<file path="src/rtl/dlr_pkg.sv">
// Shared types and defaults for the DDA line rasterizer.
// No dependencies; used by the top level and dlr_ctrl.
`timescale 1ns / 1ps
`default_nettype none

package dlr_pkg;

    localparam int DLR_COORD_BITS = 12;
    localparam int DLR_FRAC_BITS  = 16;

    // request opcodes
    localparam logic OP_START = 1'b0;
    localparam logic OP_STEP  = 1'b1;

    typedef enum logic [1:0] {
        ST_IDLE,
        ST_DIV_X,
        ST_DIV_Y
    } dlr_state_t;

    // sequencer commands to the datapath
    typedef struct packed {
        logic busy;
        logic div_start;
        logic div_sel_y;
        logic load_inc_x;
        logic load_inc_y;
        logic push_start;
    } dlr_ctrl_t;

endpackage

`default_nettype wire

</file>
<file path="src/rtl/dda_line_rasterizer_unit.sv">
// DDA line rasterizer top level: request decode, accumulators, output register.
// Depends on dlr_pkg, dlr_ctrl and dlr_divider.
`timescale 1ns / 1ps
`default_nettype none

// DDA line rasterizer. A start request (opcode 0) takes two endpoints, sets the
// step count to max(|dx|, |dy|) and computes per-axis increments delta/steps in
// signed fixed point (FRAC_BITS fraction bits, truncated toward zero), then
// places the accumulators on the start point. Each step request (opcode 1)
// returns one pixel (accumulators truncated toward zero) and advances the
// accumulators; exactly 'steps' pixels come out, the endpoint is not drawn and a
// zero-length line draws nothing. last_pixel marks the final pixel of a line.
// Every request returns exactly one result: a start, or a step with no line in
// progress, returns pixel_valid 0 with zero coordinates. A new start abandons
// the current line.
// Timing: a step request is answered from the output register, so pixels stream
// at one per clock while the consumer keeps out_ready high. A start request with
// a nonzero length holds in_ready low while both increments come from a single
// serial restoring divider that produces one quotient bit per cycle, first for x
// and then for y. A zero-length start skips the divider and answers in the next
// cycle. The result sits in an output register, so with the sequencer idle a new
// request is taken in the same cycle the previous result is drained.
module dda_line_rasterizer_unit #(
    parameter int COORD_BITS = dlr_pkg::DLR_COORD_BITS,
    parameter int FRAC_BITS  = dlr_pkg::DLR_FRAC_BITS
) (
    input  wire logic                         clk,
    input  wire logic                         rst_n,
    // request channel
    input  wire logic                         in_valid,
    output logic                              in_ready,
    input  wire logic                         opcode,
    input  wire logic signed [COORD_BITS-1:0] x_start,
    input  wire logic signed [COORD_BITS-1:0] y_start,
    input  wire logic signed [COORD_BITS-1:0] x_end,
    input  wire logic signed [COORD_BITS-1:0] y_end,
    // result channel
    output logic                              out_valid,
    input  wire logic                         out_ready,
    output logic                              pixel_valid,
    output logic signed      [COORD_BITS-1:0] pixel_x,
    output logic signed      [COORD_BITS-1:0] pixel_y,
    output logic                              last_pixel
);

    localparam int ACC_W = COORD_BITS + FRAC_BITS;
    localparam int INC_W = FRAC_BITS + 2;

    dlr_pkg::dlr_ctrl_t ctrl;

    // ---------------------------------------------------------------
    // Request decode and line set-up arithmetic
    // ---------------------------------------------------------------
    logic                  accept;
    logic                  accept_start;
    logic                  accept_step;
    logic signed [COORD_BITS:0] dx;
    logic signed [COORD_BITS:0] dy;
    logic [COORD_BITS:0]   dx_abs;
    logic [COORD_BITS:0]   dy_abs;
    logic [COORD_BITS-1:0] mag_x;
    logic [COORD_BITS-1:0] mag_y;
    logic [COORD_BITS-1:0] steps;
    logic                  steps_zero;

    assign accept       = in_valid && in_ready;
    assign accept_start = accept && (opcode == dlr_pkg::OP_START);
    assign accept_step  = accept && (opcode == dlr_pkg::OP_STEP);

    // deltas need one extra bit; their magnitudes fit back into COORD_BITS
    assign dx     = {x_end[COORD_BITS-1], x_end} - {x_start[COORD_BITS-1], x_start};
    assign dy     = {y_end[COORD_BITS-1], y_end} - {y_start[COORD_BITS-1], y_start};
    assign dx_abs = dx[COORD_BITS] ? -dx : dx;
    assign dy_abs = dy[COORD_BITS] ? -dy : dy;
    assign mag_x  = dx_abs[COORD_BITS-1:0];
    assign mag_y  = dy_abs[COORD_BITS-1:0];
    assign steps  = (mag_x >= mag_y) ? mag_x : mag_y;
    assign steps_zero = (steps == '0);

    // ---------------------------------------------------------------
    // Line state
    // ---------------------------------------------------------------
    logic signed [ACC_W-1:0] x_accum_reg,     x_accum_next;
    logic signed [ACC_W-1:0] y_accum_reg,     y_accum_next;
    logic signed [INC_W-1:0] x_inc_reg,       x_inc_next;
    logic signed [INC_W-1:0] y_inc_reg,       y_inc_next;
    logic [COORD_BITS-1:0]   pixels_left_reg, pixels_left_next;
    logic [COORD_BITS-1:0]   mag_y_reg,       mag_y_next;
    logic                    x_neg_reg,       x_neg_next;
    logic                    y_neg_reg,       y_neg_next;

    // ---------------------------------------------------------------
    // Shared divider and its sequencer
    // ---------------------------------------------------------------
    logic [COORD_BITS-1:0] div_dividend;
    logic [COORD_BITS-1:0] div_divisor;
    logic [FRAC_BITS:0]    div_quotient;
    logic                  div_done;
    logic signed [INC_W-1:0] quot_pos;
    logic signed [INC_W-1:0] quot_neg;

    // x is divided straight off the request; y from the latched copy
    assign div_dividend = ctrl.div_sel_y ? mag_y_reg : mag_x;
    assign div_divisor  = ctrl.div_sel_y ? pixels_left_reg : steps;

    dlr_ctrl u_ctrl (
        .clk        (clk),
        .rst_n      (rst_n),
        .start_line (accept_start && !steps_zero),
        .div_done   (div_done),
        .ctrl       (ctrl)
    );

    dlr_divider #(
        .COORD_BITS (COORD_BITS),
        .FRAC_BITS  (FRAC_BITS)
    ) u_divider (
        .clk      (clk),
        .rst_n    (rst_n),
        .start    (ctrl.div_start),
        .dividend (div_dividend),
        .divisor  (div_divisor),
        .quotient (div_quotient),
        .done     (div_done)
    );

    assign quot_pos = {1'b0, div_quotient};
    assign quot_neg = -quot_pos;

    // ---------------------------------------------------------------
    // Pixel from the accumulators (truncate toward zero)
    // ---------------------------------------------------------------
    logic                  line_active;
    logic [COORD_BITS-1:0] trunc_x;
    logic [COORD_BITS-1:0] trunc_y;

    assign line_active = (pixels_left_reg != '0);

    // floor, then bump negative values that carry a fraction
    assign trunc_x = x_accum_reg[ACC_W-1:FRAC_BITS]
                   + COORD_BITS'(x_accum_reg[ACC_W-1] && (|x_accum_reg[FRAC_BITS-1:0]));
    assign trunc_y = y_accum_reg[ACC_W-1:FRAC_BITS]
                   + COORD_BITS'(y_accum_reg[ACC_W-1] && (|y_accum_reg[FRAC_BITS-1:0]));

    always_comb
    begin
        x_accum_next     = x_accum_reg;
        y_accum_next     = y_accum_reg;
        x_inc_next       = x_inc_reg;
        y_inc_next       = y_inc_reg;
        pixels_left_next = pixels_left_reg;
        mag_y_next       = mag_y_reg;
        x_neg_next       = x_neg_reg;
        y_neg_next       = y_neg_reg;

        if (accept_start)
        begin
            x_accum_next     = {x_start, {FRAC_BITS{1'b0}}};
            y_accum_next     = {y_start, {FRAC_BITS{1'b0}}};
            x_inc_next       = '0;
            y_inc_next       = '0;
            pixels_left_next = steps;
            mag_y_next       = mag_y;
            x_neg_next       = dx[COORD_BITS];
            y_neg_next       = dy[COORD_BITS];
        end
        else if (accept_step && line_active)
        begin
            x_accum_next     = x_accum_reg + {{(ACC_W-INC_W){x_inc_reg[INC_W-1]}}, x_inc_reg};
            y_accum_next     = y_accum_reg + {{(ACC_W-INC_W){y_inc_reg[INC_W-1]}}, y_inc_reg};
            pixels_left_next = pixels_left_reg - COORD_BITS'(1);
        end

        if (ctrl.load_inc_x)
            x_inc_next = x_neg_reg ? quot_neg : quot_pos;
        if (ctrl.load_inc_y)
            y_inc_next = y_neg_reg ? quot_neg : quot_pos;
    end

    always_ff @(posedge clk or negedge rst_n)
    begin
        if (!rst_n)
        begin
            x_accum_reg     <= '0;
            y_accum_reg     <= '0;
            x_inc_reg       <= '0;
            y_inc_reg       <= '0;
            pixels_left_reg <= '0;
        end
        else
        begin
            x_accum_reg     <= x_accum_next;
            y_accum_reg     <= y_accum_next;
            x_inc_reg       <= x_inc_next;
            y_inc_reg       <= y_inc_next;
            pixels_left_reg <= pixels_left_next;
        end
    end

    always_ff @(posedge clk)
    begin
        mag_y_reg <= mag_y_next;
        x_neg_reg <= x_neg_next;
        y_neg_reg <= y_neg_next;
    end

    // ---------------------------------------------------------------
    // Output register
    // ---------------------------------------------------------------
    logic                  out_valid_reg,   out_valid_next;
    logic                  pixel_valid_reg, pixel_valid_next;
    logic [COORD_BITS-1:0] pixel_x_reg,     pixel_x_next;
    logic [COORD_BITS-1:0] pixel_y_reg,     pixel_y_next;
    logic                  last_pixel_reg,  last_pixel_next;

    always_comb
    begin
        out_valid_next   = out_valid_reg && !out_ready;
        pixel_valid_next = pixel_valid_reg;
        pixel_x_next     = pixel_x_reg;
        pixel_y_next     = pixel_y_reg;
        last_pixel_next  = last_pixel_reg;

        if (accept_step)
        begin
            out_valid_next   = 1'b1;
            pixel_valid_next = line_active;
            pixel_x_next     = line_active ? trunc_x : '0;
            pixel_y_next     = line_active ? trunc_y : '0;
            last_pixel_next  = (pixels_left_reg == COORD_BITS'(1));
        end
        else if ((accept_start && steps_zero) || ctrl.push_start)
        begin
            // start results carry no pixel
            out_valid_next   = 1'b1;
            pixel_valid_next = 1'b0;
            pixel_x_next     = '0;
            pixel_y_next     = '0;
            last_pixel_next  = 1'b0;
        end
    end

    always_ff @(posedge clk or negedge rst_n)
    begin
        if (!rst_n)
            out_valid_reg <= 1'b0;
        else
            out_valid_reg <= out_valid_next;
    end

    always_ff @(posedge clk)
    begin
        pixel_valid_reg <= pixel_valid_next;
        pixel_x_reg     <= pixel_x_next;
        pixel_y_reg     <= pixel_y_next;
        last_pixel_reg  <= last_pixel_next;
    end

    // idle sequencer and a free (or draining) output register
    assign in_ready    = !ctrl.busy && (!out_valid_reg || out_ready);
    assign out_valid   = out_valid_reg;
    assign pixel_valid = pixel_valid_reg;
    assign pixel_x     = pixel_x_reg;
    assign pixel_y     = pixel_y_reg;
    assign last_pixel  = last_pixel_reg;

endmodule

`default_nettype wire

</file>
<file path="src/rtl/dlr_divider.sv">
// Serial restoring divider: (dividend << FRAC_BITS) / divisor, one quotient bit per cycle.
// Depends on nothing but its parameters.
`timescale 1ns / 1ps
`default_nettype none

module dlr_divider #(
    parameter int COORD_BITS = 12,
    parameter int FRAC_BITS  = 16
) (
    input  wire logic                  clk,
    input  wire logic                  rst_n,
    input  wire logic                  start,
    input  wire logic [COORD_BITS-1:0] dividend,
    input  wire logic [COORD_BITS-1:0] divisor,
    output logic      [FRAC_BITS:0]    quotient,
    output logic                       done
);

    localparam int W     = COORD_BITS + FRAC_BITS;
    localparam int CNT_W = $clog2(W + 1);

    logic [W-1:0]          work_reg,    work_next;
    logic [COORD_BITS-1:0] rem_reg,     rem_next;
    logic [COORD_BITS-1:0] divisor_reg, divisor_next;
    logic [CNT_W-1:0]      cnt_reg,     cnt_next;
    logic                  done_reg,    done_next;

    logic [COORD_BITS:0] trial;
    logic [COORD_BITS:0] diff;
    logic                fits;

    assign trial = {rem_reg, work_reg[W-1]};
    assign diff  = trial - {1'b0, divisor_reg};
    assign fits  = ~diff[COORD_BITS];

    always_comb
    begin
        work_next    = work_reg;
        rem_next     = rem_reg;
        divisor_next = divisor_reg;
        cnt_next     = cnt_reg;
        done_next    = 1'b0;
        if (start)
        begin
            work_next    = {dividend, {FRAC_BITS{1'b0}}};
            rem_next     = '0;
            divisor_next = divisor;
            cnt_next     = CNT_W'(W);
        end
        else if (cnt_reg != '0)
        begin
            // quotient bits shift in where dividend bits leave
            work_next = {work_reg[W-2:0], fits};
            rem_next  = fits ? diff[COORD_BITS-1:0] : trial[COORD_BITS-1:0];
            cnt_next  = cnt_reg - CNT_W'(1);
            done_next = (cnt_reg == CNT_W'(1));
        end
    end

    always_ff @(posedge clk or negedge rst_n)
    begin
        if (!rst_n)
        begin
            cnt_reg  <= '0;
            done_reg <= 1'b0;
        end
        else
        begin
            cnt_reg  <= cnt_next;
            done_reg <= done_next;
        end
    end

    always_ff @(posedge clk)
    begin
        work_reg    <= work_next;
        rem_reg     <= rem_next;
        divisor_reg <= divisor_next;
    end

    // result never exceeds 1.0, so FRAC_BITS+1 bits hold it
    assign quotient = work_reg[FRAC_BITS:0];
    assign done     = done_reg;

endmodule

`default_nettype wire

</file>
<file path="src/rtl/dlr_ctrl.sv">
// Sequencer for line set-up: runs the shared divider for x, then for y.
// Depends on dlr_pkg.
`timescale 1ns / 1ps
`default_nettype none

module dlr_ctrl (
    input  wire logic            clk,
    input  wire logic            rst_n,
    input  wire logic            start_line,
    input  wire logic            div_done,
    output dlr_pkg::dlr_ctrl_t   ctrl
);

    dlr_pkg::dlr_state_t state_reg, state_next;

    always_comb
    begin
        state_next = state_reg;
        unique case (state_reg)
            dlr_pkg::ST_IDLE:  if (start_line) state_next = dlr_pkg::ST_DIV_X;
            dlr_pkg::ST_DIV_X: if (div_done)   state_next = dlr_pkg::ST_DIV_Y;
            dlr_pkg::ST_DIV_Y: if (div_done)   state_next = dlr_pkg::ST_IDLE;
            default:                           state_next = dlr_pkg::ST_IDLE;
        endcase
    end

    always_comb
    begin
        ctrl = '0;
        unique case (state_reg)
            dlr_pkg::ST_IDLE:
            begin
                ctrl.div_start = start_line;
            end
            dlr_pkg::ST_DIV_X:
            begin
                ctrl.busy       = 1'b1;
                ctrl.div_sel_y  = 1'b1;
                ctrl.div_start  = div_done;
                ctrl.load_inc_x = div_done;
            end
            dlr_pkg::ST_DIV_Y:
            begin
                ctrl.busy       = 1'b1;
                ctrl.load_inc_y = div_done;
                ctrl.push_start = div_done;
            end
            default:
            begin
                ctrl.busy = 1'b1;
            end
        endcase
    end

    always_ff @(posedge clk or negedge rst_n)
    begin
        if (!rst_n)
            state_reg <= dlr_pkg::ST_IDLE;
        else
            state_reg <= state_next;
    end

endmodule

`default_nettype wire

</file>
<file path="config.mk">
export PLATFORM = sky130hd
export DESIGN_NAME = dda_line_rasterizer_unit
export DESIGN_NICKNAME = d
export VERILOG_FILES = /design/src/rtl/dlr_pkg.sv /design/src/rtl/dda_line_rasterizer_unit.sv /design/src/rtl/dlr_divider.sv /design/src/rtl/dlr_ctrl.sv
export SDC_FILE = /design/constraint.sdc
export NUM_CORES = 1
export LEC_CHECK = 0
export BUFFER_PORTS_ARGS = -buffer_cell sky130_fd_sc_hd__buf_2
export CAP_MARGIN = 10
export CORE_ASPECT_RATIO = 0.8
export CORE_MARGIN = 2
export CORE_UTILIZATION = 45
export DETAILED_ROUTE_END_ITERATION = 8
export GPL_TIMING_DRIVEN = 0
export SETUP_SLACK_MARGIN = 0.1
export SLEW_MARGIN = 20
export SYNTH_ARGS = -nofsm -noshare
export SYNTH_HDL_FRONTEND = slang
export SYNTH_SLANG_ARGS = --single-unit
</file>
<file path="constraint.sdc">
create_clock -name clk -period 4.2 [get_ports clk]
set_input_delay 0.84 -clock clk [delete_from_list [all_inputs] [get_ports clk]]
set_output_delay 0.84 -clock clk [all_outputs]
set_load 0.005 [all_outputs]
</file>
==> reports/results.md <==
| Result | Reported | Unit |
| --- | --- | --- |
| Most numerous cell in the Yosys netlist | nand2_1 | - |
| Final hold violation count | 0 | - |
| Max-cap violation count | 0 | - |
| Final instance area | 18000 | sq um |
| Horiz. Die Dim | 204 | um |
| Measured slew at the worst slew-check pin | 0.900 | ns |
| Library cell contributing the largest single delay on the critical path | fa_2 | - |
| Clock insertion delay at the later pin of the skew report | 0.54 | ns |
| CTS H-tree depth | 1 | - |
| Total clock sinks | 205 | - |
| Count of input and output buffers | 80 | - |
| Placed Cells incl. Taps | 2125 | - |
| Overall die area | 33300 | sq um |
| M1 GR Usage | 0.379 | - |
| CTS Hold Buffers Added | 0 | - |
| Net count of the finished layout | 1975 | - |
| Detail-routed net length per standard cell | 20.0 | um |
| Unrepaired setup endpoints after global routing | yes | - |
| Remaining DRCs | 0 | - |
| Ys async rst share | 0.551 | - |
| Main combinational cell family by area after synthesis | simple AND/OR/NAND/NOR gates | - |
| Fraction of the mapped netlist area in compound gates | 0.183 | - |
| Number of max-slew violations in the final report | 0 | - |
| Sum of negative setup slack | -114.69 | ns |
| Multiplexer share of the synthesized area | 0.0283 | - |
| Most instantiated cells after synthesis | nand2_1 (172), o21ai_0 (118), nor2_1 (115) | - |
| Post-route clock skew | 0.0150 | ns |
| CP Cell Sequence | buf_2 > ha_4 > fa_2 > nand2b_4 > a21oi_4 > a2bb2oi_4 > a31o_4 > inv_2 > o41ai_2 > xor2_1 > inv_1 > ha_1 > a211oi_2 > nor2_1 > nor4_2 > a31oi_4 > buf_6 > nor4b_4 > a21oi_2 > o32ai_2 > o211ai_1 > nor3_1 > o21a_2 > or2_4 | - |
| Setup Viol. Count Final | 119 | - |
| Wire length of the first global-routing pass | 68700 | um |
| Remaining Overflow, GRT | 0 | - |
| Met2 capacity usage during global routing | 0.409 | - |
| Placed standard-cell area | 15400 | sq um |
| Portion of the clock cycle consumed by the worst path in the final layout | 1.28 | - |
| Non-filler instance count after layout | 2242 | - |
| Starting utilization of the core area | 0.456 | - |
| FF-to-FF Start | u_divider.work_reg[27] | - |
| Worst-path maximum fanout | 7 | - |
| Largest voltage drop on the vdd net | 0.430 | mV |
| Global routing met3 resource utilization | 0.0387 | - |
| WP data arrival | 5.59 | ns |
| Worst endpoint required time | 4.43 | ns |
| Die H | 164 | um |
| Number of warnings issued by yosys | 0 | - |
| Routability congestion estimate from global placement | 0.917 | - |
| Syn nets | 1795 | - |
| Via count of the first global-routing pass | 12283 | - |
| Number of design-rule violations left by the first detailed-router iteration | 896 | - |
| CTS Buf Count | 24 | - |
| Post-synthesis cell type count | 75 | - |
| Critical Path Sink Type | flip-flop | - |
| Delay contributed by the slowest stage of the critical path | 0.39 | ns |
| Synthesis-to-finish area growth | 25.6 | % |
| Total power per unit cell area | 501 | nW/um^2 |
| Number of vias after detailed routing | 12859 | - |
| Antenna Violating Nets Remaining | 0 | - |
| Most instantiated flip-flop cell in the synthesis netlist | dfrtp_1 | - |
| Min-delay worst type | input pin to async pin | - |
| Post-synth EDFFs | 64 | - |
| Synth Register Bits | 205 | - |
| Std-Cell Core Area | 31400 | sq um |
| Post-synthesis share of cell area spent on xor and xnor gates | 0.0831 | - |
| Global router's overall resource usage | 0.263 | - |
| Area leader, netlist | dfrtp_1 | - |
| Violations in the final reports | setup timing | - |
| Post-synthesis cell area | 14300 | sq um |
| Relative max-transition margin | 0.400 | - |
| Fraction of final layout cells sized beyond drive strength 1 | 0.208 | - |
| Post-synthesis instance total | 1624 | - |
| Clock tree from TritonCTS | yes | - |
| Buffer depth of the longest clock path | 3 | - |
| Clk pin slew, worst setup/hold paths | 0.06 | ns |
| Outcome | complete, but fails checks | - |
| Layer carrying the most global-route usage | met2 | - |
| CP Launch Point | y_start[0] | - |
| Total Routed Length | 44700 | um |
| Slack of the critical path | -1.16 | ns |
| Share of the core filled with cells in the final layout | 0.573 | - |
| First-pass DRT Iterations | 5 | - |
| Most area-consuming cells after synthesis | dfrtp_1 (20%), edfxtp_1 (13%), ha_1 (9.9%) | - |
| Category of the worst setup path launch point | input pin | - |
| Fraction of the yosys area taken by sequential cells | 0.370 | - |
| Start-to-end type of the worst setup path | input pin to flip-flop | - |
| Half-perimeter wire length after detailed placement | 31600 | um |
| Mean number of vias per cell | 5.74 | - |
| Largest net degree at the start of global routing | 58 | - |
| ANT cells | 0 | - |
| Final Critical Period | 5.36 | ns |
| Standby leakage power | 7.99 | nW |
| Cell Rows | 58 | - |
| Area share of the largest cell type after synthesis | 0.197 | - |
| Mean post-synth cell area | 8.83 | sq um |
| Top achievable clock speed | 0.186 | GHz |
| Initial antenna violation count | 1 | - |
| Area fraction in and, or, nand and nor cells after synthesis | 0.188 | - |
| Number of top-level design ports | 81 | - |
| Buffer cell driving the clock tree root | clkbuf_16 | - |
| Fraction of the mapped netlist area in adder cells | 0.106 | - |
-- layer usage --
layer	vias to the layer above	routed length [um]
li1	6209	-
met1	6244	21400
met2	330	19800
met3	74	2120
met4	2	1400
met5	-	13
-- timing repair --
action                                  CTS  global route
setup buffers                            37            25
endpoints found under the hold margin     0             0
pin swaps                                35            42
cloned                                    5             6
resized for setup                       140            82
endpoints found under the setup margin  122           168
-- cell families (layout without fill, tap and decap cells) --
family                   Yosys count  in the layout
multiplexers                      40             40
AND/OR/NAND/NOR                  558            563
adder cells (fa/ha/maj)          118            118
XOR/XNOR                         136            136
flip-flops                       205            205
buffers and inverters            158            351
AO/OA/AOI/OAI                    409            409
-- report_power, final --
group / internal (mW) / switching [mW]
registers: 2.41 / 0.369
clock network: 1.32 / 0.905
logic: 1.93 / 2.08
total: 5.66 / 3.36
-- area by class of cell --
cell class	count	area [sq um]
buffer	63	350
tap	420	526
clock buffer	30	674
sequential	205	5310
timing repair buffer	149	1150
clock inverter	14	151
fill	2786	13400
multi-input combinational	1266	9480
inverter	95	364
-- worst paths after layout --
path                       slack, ns                    to  depth (start not counted)
min                             0.30       y_accum_reg[13]                          1
max reg2reg                     0.22  u_divider.rem_reg[6]                         16
max                            -1.16           pixel_valid                         24
max in group asynchronous       3.20  u_divider.cnt_reg[3]                          2
min in group clk                0.51  u_divider.rem_reg[0]                          2
min reg2reg                     0.51  u_divider.rem_reg[0]                          2
-- per-stage QoR --
| step | hold WS, ns | setup WS (ns) | power (mW) |
|---|---|---|---|
| floorplan | 0.458 | -1.11 | 4.96 |
| global placement | 0.486 | -2.34 | 5.69 |
| detailed placement | 0.492 | -2.49 | 5.76 |
| CTS | 0.300 | -1.13 | 8.68 |
| global route | 0.325 | -1.36 | 9.52 |
| finish | 0.297 | -1.16 | 9.02 |
-- placed cells by master (no fill, tap or decap), drive strengths merged, types with 14 or more instances in the layout --
cell type,synthesis,layout
dfxtp,28,28
nor2b,17,17
nand2b,20,20
xor2,81,81
ha,113,113
edfxtp,64,64
a21o,40,40
a211oi,17,17
or3,21,21
clkbuf,52,88
or2,11,14
o21ai,130,130
nor3,25,25
o211ai,16,16
mux2i,36,36
inv,93,93
nand3,107,108
a21oi,80,80
nor2,115,115
buf,11,154
nand2,173,174
and3,15,15
xnor2,55,55
a22oi,22,22
dfrtp,113,113
-- worst max-delay path: cells and delay by family --
family | cells | cell delay [ns]
compound gates | 10 | 1.74
xor+xnor | 1 | 0.35
fa+ha+maj | 3 | 0.81
buf+inv | 4 | 0.48
simple gates | 6 | 1.34
(Power assumes the default switching activity.)
